===== config.mk =====
export PLATFORM = sky130hd
export DESIGN_NAME = irn_ctrl
export DESIGN_NICKNAME = d
export VERILOG_FILES = /design/src/irn_pkg.sv /design/src/irn_ctrl.sv
export SDC_FILE = /design/constraint.sdc
export NUM_CORES = 1
export LEC_CHECK = 0
export BUFFER_PORTS_ARGS = -buffer_cell sky130_fd_sc_hd__buf_4
export CELL_PAD_IN_SITES_DETAIL_PLACEMENT = 1
export CELL_PAD_IN_SITES_GLOBAL_PLACEMENT = 2
export CORE_AREA = 10 10 47 49
export CTS_BUF_LIST = sky130_fd_sc_hd__clkbuf_16
export DETAILED_ROUTE_END_ITERATION = 8
export DIE_AREA = 0 0 57 59
export HOLD_SLACK_MARGIN = 0.15
export PLACE_DENSITY = 0.73
export SYNTH_ARGS = -nofsm -noshare
export SYNTH_HDL_FRONTEND = slang
export SYNTH_SLANG_ARGS = --single-unit
export TNS_END_PERCENT = 20

===== constraint.sdc =====
create_clock -name clk_i -period 2.35 [get_ports clk_i]
set_clock_uncertainty 0.05 [all_clocks]
set_input_delay 0.3525 -clock clk_i [delete_from_list [all_inputs] [get_ports clk_i]]
set_output_delay 0.3525 -clock clk_i [all_outputs]
set_load 0.02 [all_outputs]

===== src/irn_pkg.sv =====
// Shared constants, types and helpers for the nearest-neighbor image rotator.
package irn_pkg;

  // Image store geometry
  localparam int MAX_ROWS  = 256;
  localparam int MAX_COLS  = 256;
  localparam int FRAC_BITS = 14;
  localparam int ROW_AW    = $clog2(MAX_ROWS);
  localparam int COL_AW    = $clog2(MAX_COLS);
  localparam int STORE_AW  = ROW_AW + COL_AW;

  // Field and register widths
  localparam int DIM_W     = 9;            // src_rows, src_cols, row, col
  localparam int CS_W      = 16;           // cos_q14, sin_q14
  localparam int CFG_W     = 16;
  localparam int CFG_IDX_W = 2;
  localparam int CH_W      = 8;
  localparam int DEST_W    = 10;           // output size, saturates at 1023
  localparam int DEST_MAX  = 1023;
  localparam int RES_MAX   = 511;

  // Geometry datapath widths
  localparam int GPROD_W   = DIM_W + CS_W;            // corner product
  localparam int GEO_W     = GPROD_W + 1;             // corner sum, bbox min/max
  localparam int GDIF_W    = GEO_W + 1;               // bbox extent
  localparam int GCEIL_W   = GDIF_W - FRAC_BITS;      // extent in pixels

  // Fetch datapath widths
  localparam int YR_W      = GEO_W + 1;               // output coord plus bbox min
  localparam int PM_W      = YR_W + CS_W;             // one mapping product
  localparam int FP_W      = PM_W + 2;                // sum of two products plus round
  localparam int SRC_W     = FP_W - 2 * FRAC_BITS;    // mapped source coordinate

  localparam longint GEO_ROUND = (64'sd1 <<< FRAC_BITS) - 64'sd1;
  localparam longint MAP_ROUND = (64'sd1 <<< (2 * FRAC_BITS)) - 64'sd1;

  // Number of geometry recompute stages run after a register write
  localparam int GEOM_STAGES = 3;

  // Request codes
  localparam logic REQ_LOAD  = 1'b0;
  localparam logic REQ_FETCH = 1'b1;

  // Register indexes
  localparam logic [CFG_IDX_W-1:0] CFG_SRC_ROWS = 2'd0;
  localparam logic [CFG_IDX_W-1:0] CFG_SRC_COLS = 2'd1;
  localparam logic [CFG_IDX_W-1:0] CFG_COS      = 2'd2;
  localparam logic [CFG_IDX_W-1:0] CFG_SIN      = 2'd3;

  localparam logic [CH_W-1:0] WHITE = 8'd255;

  typedef struct packed {
    logic [CH_W-1:0] alpha;
    logic [CH_W-1:0] blue;
    logic [CH_W-1:0] green;
    logic [CH_W-1:0] red;
  } pixel_t;

  // Controller to datapath commands
  typedef struct packed {
    logic capture;   // latch request word
    logic mul;       // mapping products, store write for loads
    logic sum;       // combine products and round up
    logic rd;        // bounds check and store read
    logic out_load;  // fill the output register
  } cmd_t;

  // Datapath to controller status
  typedef struct packed {
    logic is_load;
    logic out_free;
  } sts_t;

  // Clamp a size register to 1..max_dim
  function automatic logic [DIM_W-1:0] eff_dim(input logic [DIM_W-1:0] v,
                                               input logic [DIM_W-1:0] max_dim);
    logic [DIM_W-1:0] r;
    r = v;
    if (v == '0) r = DIM_W'(1);
    else if (v > max_dim) r = max_dim;
    return r;
  endfunction

endpackage


===== src/irn_ctrl.sv =====
// Sequencing state machine of the image rotator.
module irn_ctrl (
  input  logic          clk_i,
  input  logic          rst_ni,
  input  logic          cfg_we_i,
  input  logic          req_valid_i,
  output logic          req_ready_o,
  input  irn_pkg::sts_t sts_i,
  output irn_pkg::cmd_t cmd_o
);

  localparam logic [2:0] ST_GEOM = 3'd0;
  localparam logic [2:0] ST_IDLE = 3'd1;
  localparam logic [2:0] ST_MUL  = 3'd2;
  localparam logic [2:0] ST_SUM  = 3'd3;
  localparam logic [2:0] ST_CHK  = 3'd4;
  localparam logic [2:0] ST_FIN  = 3'd5;

  localparam int GCNT_W = $clog2(irn_pkg::GEOM_STAGES);
  localparam logic [GCNT_W-1:0] GCNT_LAST = GCNT_W'(irn_pkg::GEOM_STAGES - 1);

  logic [2:0]        state_q, state_d;
  logic [GCNT_W-1:0] gcnt_q, gcnt_d;

  // Next state and commands
  always_comb begin
    state_d     = state_q;
    gcnt_d      = gcnt_q;
    cmd_o       = '0;
    req_ready_o = 1'b0;
    unique case (state_q)
      ST_GEOM: begin
        if (cfg_we_i) begin
          gcnt_d = '0;
        end else if (gcnt_q == GCNT_LAST) begin
          state_d = ST_IDLE;
        end else begin
          gcnt_d = gcnt_q + GCNT_W'(1);
        end
      end
      ST_IDLE: begin
        req_ready_o = !cfg_we_i;
        if (cfg_we_i) begin
          gcnt_d  = '0;
          state_d = ST_GEOM;
        end else if (req_valid_i) begin
          cmd_o.capture = 1'b1;
          state_d       = ST_MUL;
        end
      end
      ST_MUL: begin
        cmd_o.mul = 1'b1;
        state_d   = sts_i.is_load ? ST_FIN : ST_SUM;
      end
      ST_SUM: begin
        cmd_o.sum = 1'b1;
        state_d   = ST_CHK;
      end
      ST_CHK: begin
        cmd_o.rd = 1'b1;
        state_d  = ST_FIN;
      end
      ST_FIN: begin
        if (sts_i.out_free) begin
          cmd_o.out_load = 1'b1;
          state_d        = ST_IDLE;
        end
      end
      default: begin
        state_d = ST_GEOM;
        gcnt_d  = '0;
      end
    endcase
  end

  always_ff @(posedge clk_i or negedge rst_ni) begin
    if (!rst_ni) begin
      state_q <= ST_GEOM;
      gcnt_q  <= '0;
    end else begin
      state_q <= state_d;
      gcnt_q  <= gcnt_d;
    end
  end

endmodule


== Word-level counts from Yosys, hierarchy flattened ==
Cells that the tools add are included.

* Register bits: 5
* Bits of input ports: 6
* Output and inout bits: 6

* Add/subtract/negate cells: 1
* Equality and inequality tests: 12
* Mux-type cells: 20
* Bitwise operators: 1
* Reductions and logical operators: 5

{| class="wikitable"
|+ Operator list
! cell !! number
|-
| two-way mux 3 bit || 6
|-
| one-hot mux 3 bit (6 select lines) || 1
|-
| two-way mux 1 bit || 9
|-
| inequality test 2 bit (second input constant) || 4
|-
| == test 3 x 2 -> 1 bit (second input constant) || 2
|-
| == test 3 bit (second input constant) || 2
|-
| two-way mux 2 bit || 3
|-
| inequality test 3 bit (second input constant) || 2
|-
| one-hot mux 2 bit (3 select lines) || 1
|-
| AND reduction 4 bit || 1
|-
| OR reduction 4 bit || 1
|-
| == test 3 x 1 -> 1 bit (second input constant) || 1
|-
| zero test 3 bit || 1
|-
| AND reduction 3 bit || 1
|-
| adder 2 x 1 -> 2 bit (second input constant) || 1
|-
| == test 2 bit (second input constant) || 1
|-
| zero test 1 bit || 1
|-
| inverter 1 bit || 1
|}

== Logic depth before layout (Yosys ltp) ==
Gate-level depths: netlist of the first run.

* Word-level depth: 4
* Depth in mapped cells: 5
* Gate-level depth less buffers: 5

== Worst setup path after synthesis of the first run ==
No wires, ideal clock.

* Path kind: register to output
* Start: reg state_q[1]
* End: out cmd_o[4] (netlist bit)
* Data arrival time: 1.635 ns
* Required time: 1.947 ns
* Slack: 0.312 ns
* Stages on the path, launching flop included: 4
* Path through: dfrtp_1 > clkbuf_1 > nor4_1 > and2_1

{| class="wikitable"
|+ RTL lines
! element !! RTL line !! text
|-
| start: declaration || irn_ctrl.sv:22 || <nowiki>logic [2:0] state_q, state_d;</nowiki>
|-
| start signal: assignment || irn_ctrl.sv:81 || <nowiki>state_q <= state_d;</nowiki>
|-
| end: declaration || irn_ctrl.sv:9 || <nowiki>output irn_pkg::cmd_t cmd_o</nowiki>
|}

==> out/qor.yml, run 1 <==
crit_path_start_kind: "register"
max_freq_ghz: 0.544
num-nets-final: 59
syn_to_final_growth_pct: 50.2
numCtsBuffers: 3
worstMarginPinSlew_ns: 0.343
fin_area_sq_um: 509
drc: 0
crit_required_ns: 1.95
setup_slack_ns: 0.513
dp_hpwl_um: 674
design.die.area_sq_um: 3360
io_pins: 12
fin_crit_ns: 1.84
grt_pass1_vias: 365
vias: 324
relSlewSlack: 0.769
seqCellArea_sq_um: 125
drive_gt1_frac: 0.333
ys_ff_latch: 5
leakage_nw: 0.239
cts_setup_buffers: 0
die_x_um: 57
hold_class: "input port to register"
rsz0062_at_grt: "no"
ys_warn_count: 0
grt_overflow_total: 0
dp_cells: 62
drt-initial-drc-count: 0
gp_congestion: 0.703
cts_max_path_buffers: 2
diodes: 0
outcome: "finished clean"
crit_arrival_ns: 1.43
critPathKind: "register to output port"
cts_max_level: 1
synth_cells: 38
clock_latency_ns: 0.23
fin_cells: 67
period_share: 0.782
syn_avg_cell_area_sq_um: 8.92
cts.clk_slew.worst_paths_ns: 0.03
wl_um: 887
worst_path_max_delay_cell: "dfrtp_1"
fillers: 172
pre_cts_ws_ns: 0.752
ant_nets: 0
synthDistinctLibCells: 23
netlist_area_sq_um: 339
synth_nets: 45
ir_drop_mv: 0.372
core_area_sq_um: 1400
powerDensity_nw_per_um2: 1340
die_height_um: 59
final_util: 0.363
multiInputGateArea_sq_um: 180
setup_violations: 0
grt_util_all_layers: 0.0580
crit_fanout: 10
crit_chain: "inv_1, nor4_1, and2_1, buf_4"
crit_path_end_kind: "output port"
io_buffers: 11
slew_viol_final: 0
critPathMaxStageDelay_ns: 0.50
cts_root_buf: "clkbuf_16"
place_area_sq_um: 419
grt_max_degree: 11
num_rows: 14
finalSetupTns_ns: 0
cts_tree: "built"
cts_sinks: 5
grt_first_pass_wirelength_um: 1520
yosysSeqAreaShare: 0.369
drt_first_pass_iters: 1
antenna_found_initial: 0
viasPerCell: 4.84
initial_core_util: 0.242
hold_viol_final: 0
wl_per_cell_um: 13.2
max_cap_viol_count: 0
[worst max-delay path: cells and delay by family, from the launching register on]
family | cells | cell delay, ns
flip-flops | 1 | 0.50
AND/OR/NAND/NOR | 2 | 0.48
buffers and inverters | 2 | 0.24
[path summary, 6_finish.rpt]
check,depth (start not counted),slack (ns),from,endpoint
setup / recovery,4,0.51,state_q[0],cmd_o[4]
hold / removal,3,0.37,sts_i[1],state_q[2]
setup reg to reg,5,0.79,gcnt_q[0],gcnt_q[0]
hold reg to reg,1,0.50,gcnt_q[1],gcnt_q[1]
max in group asynchronous,2,1.73,rst_ni,gcnt_q[0]
min in group asynchronous,2,0.41,rst_ni,state_q[2]
[timing repair]
| item | 4_1_cts | 5_1_grt |
|---|---|---|
| gates resized for setup | 0 | 0 |
| hold buffers | 1 | 0 |
| endpoints found under the hold margin | 5 | 0 |
[cell families (layout without fill, tap and decap cells)]
family	Yosys count	in the layout	share of synthesized area
buffers and inverters	6	19	0.0996
and+or+nand+nor	16	16	0.266
adders and majority gates	1	1	0.0369
DFF	5	5	0.369
AOI/OAI and AO/OA	10	10	0.229
[layout by cell type, fill, tap and decap left out, drive strengths merged]
cell         netlist  routed
nor4               1       1
and2               2       2
o32ai              1       1
buf                2      11
nor2b              1       1
o2bb2ai            2       2
nor4bb             1       1
o21a               1       1
inv                3       3
ha                 1       1
or4                1       1
or2b               1       1
clkbuf             1       3
dfrtp              5       5
o31ai              1       1
dlygate4sd3        0       1
a21oi              3       3
o22ai              1       1
clkinv             0       1
nor2               7       7
nand2b             1       1
nand2              1       1
a2bb2oi            1       1
[registers in the layout (all words and copies together), names as in the netlist]
name	cells
state_q	3
gcnt_q	2
[routing by layer]
layer / routed length (um) / vias to the layer above / global-route usage
met2: 404 / 11 / 0.0868
met4: 31 / 0 / 0.0503
met1: 388 / 150 / 0.0585
met3: 63 / 4 / 0.0300
met5: 0 / - / 0
li1: - / 159 / -
[synth_stat cells]
cell type | instances | area, sq um
inv_1 | 3 | 11.3
nor4bb_1 | 1 | 10.0
a21oi_1 | 3 | 15.0
nand2b_1 | 1 | 6.26
o22ai_1 | 1 | 6.26
o21a_1 | 1 | 7.51
clkbuf_1 | 1 | 3.75
buf_6 | 1 | 11.3
nor2_1 | 7 | 26.3
o2bb2ai_2 | 1 | 15.0
and2_1 | 2 | 12.5
dfrtp_1 | 5 | 125
o2bb2ai_1 | 1 | 8.76
buf_4 | 1 | 7.51
o31ai_1 | 1 | 7.51
ha_1 | 1 | 12.5
nand2_1 | 1 | 3.75
nor4_1 | 1 | 6.26
o32ai_1 | 1 | 8.76
nor2b_1 | 1 | 6.26
a2bb2oi_1 | 1 | 8.76
or4_4 | 1 | 11.3
or2b_1 | 1 | 7.51
[metrics by stage]
step / power [mW] / hold slack (ns)
6_report: 0.681 / 0.369
3_5_place_dp: 0.403 / 0.106
5_1_grt: 0.732 / 0.393
2_1_floorplan: 0.352 / 0.00691
4_1_cts: 0.694 / 0.375
3_3_place_gp: 0.400 / 0.106
[cell type report]
cell class | count | share of cell area
tap | 16 | 0.0393
inverter | 3 | 0.0221
multi-input combinational | 27 | 0.354
timing repair buffer | 12 | 0.182
sequential | 5 | 0.246
clock buffer | 3 | 0.147
clock inverter | 1 | 0.00983
[power breakdown]
part | total [mW] | leakage [nW] | switching (mW) | internal (mW)
sequential | 0.179 | 0.0661 | 0.0596 | 0.119
clock | 0.281 | 0.0409 | 0.0588 | 0.222
combinational | 0.221 | 0.132 | 0.104 | 0.116
total | 0.681 | 0.239 | 0.223 | 0.458
Power figures use the tool's default switching activity.
==> inputs of run 2 (changes only) <==
--- a/config.mk
+++ b/config.mk
@@ -8,12 +8,12 @@
 export BUFFER_PORTS_ARGS = -buffer_cell sky130_fd_sc_hd__buf_4
 export CELL_PAD_IN_SITES_DETAIL_PLACEMENT = 1
 export CELL_PAD_IN_SITES_GLOBAL_PLACEMENT = 2
-export CORE_AREA = 10 10 47 49
+export CORE_MARGIN = 10
+export CORE_UTILIZATION = 22
 export CTS_BUF_LIST = sky130_fd_sc_hd__clkbuf_16
 export DETAILED_ROUTE_END_ITERATION = 8
-export DIE_AREA = 0 0 57 59
 export HOLD_SLACK_MARGIN = 0.15
-export PLACE_DENSITY = 0.73
+export PLACE_DENSITY = 0.67
 export SYNTH_ARGS = -nofsm -noshare
 export SYNTH_HDL_FRONTEND = slang
 export SYNTH_SLANG_ARGS = --single-unit
==> constraint.sdc (replaced) <==
create_clock -name clk_i -period 1.58 [get_ports clk_i]
set_clock_uncertainty 0.05 [all_clocks]
set_input_delay 0.237 -clock clk_i [delete_from_list [all_inputs] [get_ports clk_i]]
set_output_delay 0.237 -clock clk_i [all_outputs]
set_load 0.02 [all_outputs]
==> run 2 against run 1 <==
Total power grew 67%. Combinational power grew 120%. Clock power grew 45%. Worst hold slack lost 0.13 ns. Non-clock buffer count grew 7. Sequential power grew 35%. Largest cell class unchanged. Core utilization grew 3.0 points. Critical path depth shrank 1. Setup slack lost 0.46 ns. Design area grew 15%. Register-to-register slack lost 0.71 ns.
==> out/qor.yml, run 2 (same netlist as run 1, synthesis figures left out) <==
cts_max_level: 1  # unchanged
regMostFlops: "state_q"
clock_latency_ns: 0.23  # about the same
numCtsBuffers: 3  # unchanged
gp_congestion: 0.752  # +7.0%
fin_crit_ns: 1.52
grt_pass1_vias: 401  # +9.9%
mostFrequentLayoutCells: "buf_4 (17), nor2_1 (7), inv_1 (4)"
grt_first_pass_wirelength_um: 1790  # +18%
fillers: 176  # +2.3%
dp_cells: 64  # +3.2%
hold_depth: 3  # unchanged
max_cap_viol_count: 0  # unchanged
grt_max_degree: 8  # -3
cts.clk_slew.worst_paths_ns: 0.03  # about the same
initial_core_util: 0.228  # -0.0142
finalSetupTns_ns: 0  # unchanged
crit_fanout: 4  # -6
leakage_nw: 0.276  # +16%
largestRegisters: "state_q x3, gcnt_q x2"
drt-initial-drc-count: 0  # unchanged
io_pins: 12  # unchanged
hp-start: "sts_i[1]"
grt_util_met1: 0.0688  # +0.0102
r2r-end: "gcnt_q[0]"
core_area_sq_um: 1490  # +6.3%
diodes: 0  # unchanged
ir_drop_mv: 0.930  # +150%
num-nets-final: 66  # +12%
period_share: 0.964
drc: 0  # unchanged
cts_max_path_buffers: 2  # unchanged
powerDensity_nw_per_um2: 1940  # +45%
relSlewSlack: 0.744  # -0.0258
max_freq_ghz: 0.657
hold_viol_final: 0  # unchanged
crit_path_end_kind: "output port"
outcome: "finished clean"
min_to: "state_q[2]"
wl_per_cell_um: 14.7  # +11%
ant_nets: 0  # unchanged
worstMarginPinSlew_ns: 0.381  # +0.0383 ns
grt.met3_usage: 0.0279  # -0.00215
dp_hpwl_um: 761  # +13%
syn_to_final_growth_pct: 72.7
drive_gt1_frac: 0.483  # +0.149
final_common_cell: "buf_4"
io_buffers: 11  # unchanged
slew_viol_final: 0  # unchanged
place_area_sq_um: 449  # +7.2%
drt_first_pass_iters: 1  # unchanged
grt_util_all_layers: 0.0642  # +0.00618
regToRegSetupSlack_ns: 0.08  # -0.71 ns
hold_ws_ns: 0.244  # -0.125 ns
fin_area_sq_um: 586  # +15%
grt_util_met2: 0.110  # +0.0231
worst_path_max_delay_cell: "dfrtp_2"
num_rows: 14  # unchanged
grt_overflow_total: 0  # unchanged
crit_path_start_kind: "register"
final_util: 0.393  # +0.0299
setup_violations: 0  # unchanged
crit_required_ns: 1.29  # -0.66 ns
grt-busiest-layer: "met2"
crit_chain: "nor4_4, and2_4, buf_6"
wl_um: 1090  # +23%
rr_startpoint: "state_q[0]"
reg2regPathDepth: 4  # -1
critPathKind: "register to output port"
fin_cells: 74  # +10%
cts_tree: "built"
rsz0062_at_grt: "yes"
critPathLaunch: "state_q[1]"
vias: 353  # +9.0%
die_height_um: 59.3  # +0.44%
largest_reg_flops: 3  # unchanged
hold_class: "input port to register"
critPathMaxStageDelay_ns: 0.43  # -0.07 ns
cts_root_buf: "clkbuf_16"
design.die.area_sq_um: 3510  # +4.4%
antenna_found_initial: 0  # unchanged
die_x_um: 59.3  # +4.0%
cts_sinks: 5  # unchanged
viasPerCell: 4.77  # -1.4%
crit_arrival_ns: 1.24  # -0.19 ns
[run 2: repair_timing]
action,in CTS,in global routing
resized for setup,3,2
endpoints found under the hold margin,5,0
buffers inserted,5,0
setup endpoints to repair,3,2
pin swaps,1,0
hold buffers,1,0
[run 2: final cells by class]
class,count,area [sq um],share of cell area
well taps,16,20.0,0.0342
inverters,3,11.3,0.0192
multi-input cells,27,198,0.338
clock inverters,1,3.75,0.00641
flip-flops and latches,5,129,0.220
repair buffers,19,149,0.254
clock buffers,3,75.1,0.128
[run 2: how the worst max path moves through the flow]
stage               depth (start not counted)   endpoint  slack, ns
floorplan                                   3   cmd_o[4]       0.04
global placement                            3  gcnt_q[0]       0.10
detailed placement                          3  gcnt_q[0]       0.06
CTS                                         3   cmd_o[4]       0.04
global route                                3   cmd_o[4]     -0.007
finish                                      3   cmd_o[4]       0.06
[run 2: layer usage]
layer  share of wire  up-vias  wire [um]
met1            0.43      168        472
met4               0        0          0
li1                -      174          -
met5               0        -          0
met3           0.057        0         62
met2            0.51       11        553
[run 2: worst max-delay path, delay by kind of cell (launching register included)]
| kind | cells | cell delay [ns] |
|---|---|---|
| buf+inv | 1 | 0.11 |
| simple gates | 2 | 0.47 |
| flops | 1 | 0.43 |
[run 2: where the power goes]
| part | total [mW] | internal (mW) | switching, mW |
|---|---|---|---|
| clock network | 0.407 | 0.327 | 0.0791 |
| logic | 0.487 | 0.258 | 0.229 |
| registers | 0.241 | 0.183 | 0.0586 |
| total | 1.14 | 0.768 | 0.367 |
[run 2: stage by stage]
| step | worst slack [ns] | power (mW) |
|---|---|---|
| 3_3_place_gp | 0.101 | 0.640 |
| 6_report | 0.0571 | 1.14 |
| 4_1_cts | 0.0355 | 1.15 |
| 3_5_place_dp | 0.0605 | 0.658 |
| 2_1_floorplan | 0.0356 | 0.544 |
| 5_1_grt | -0.00693 | 1.21 |
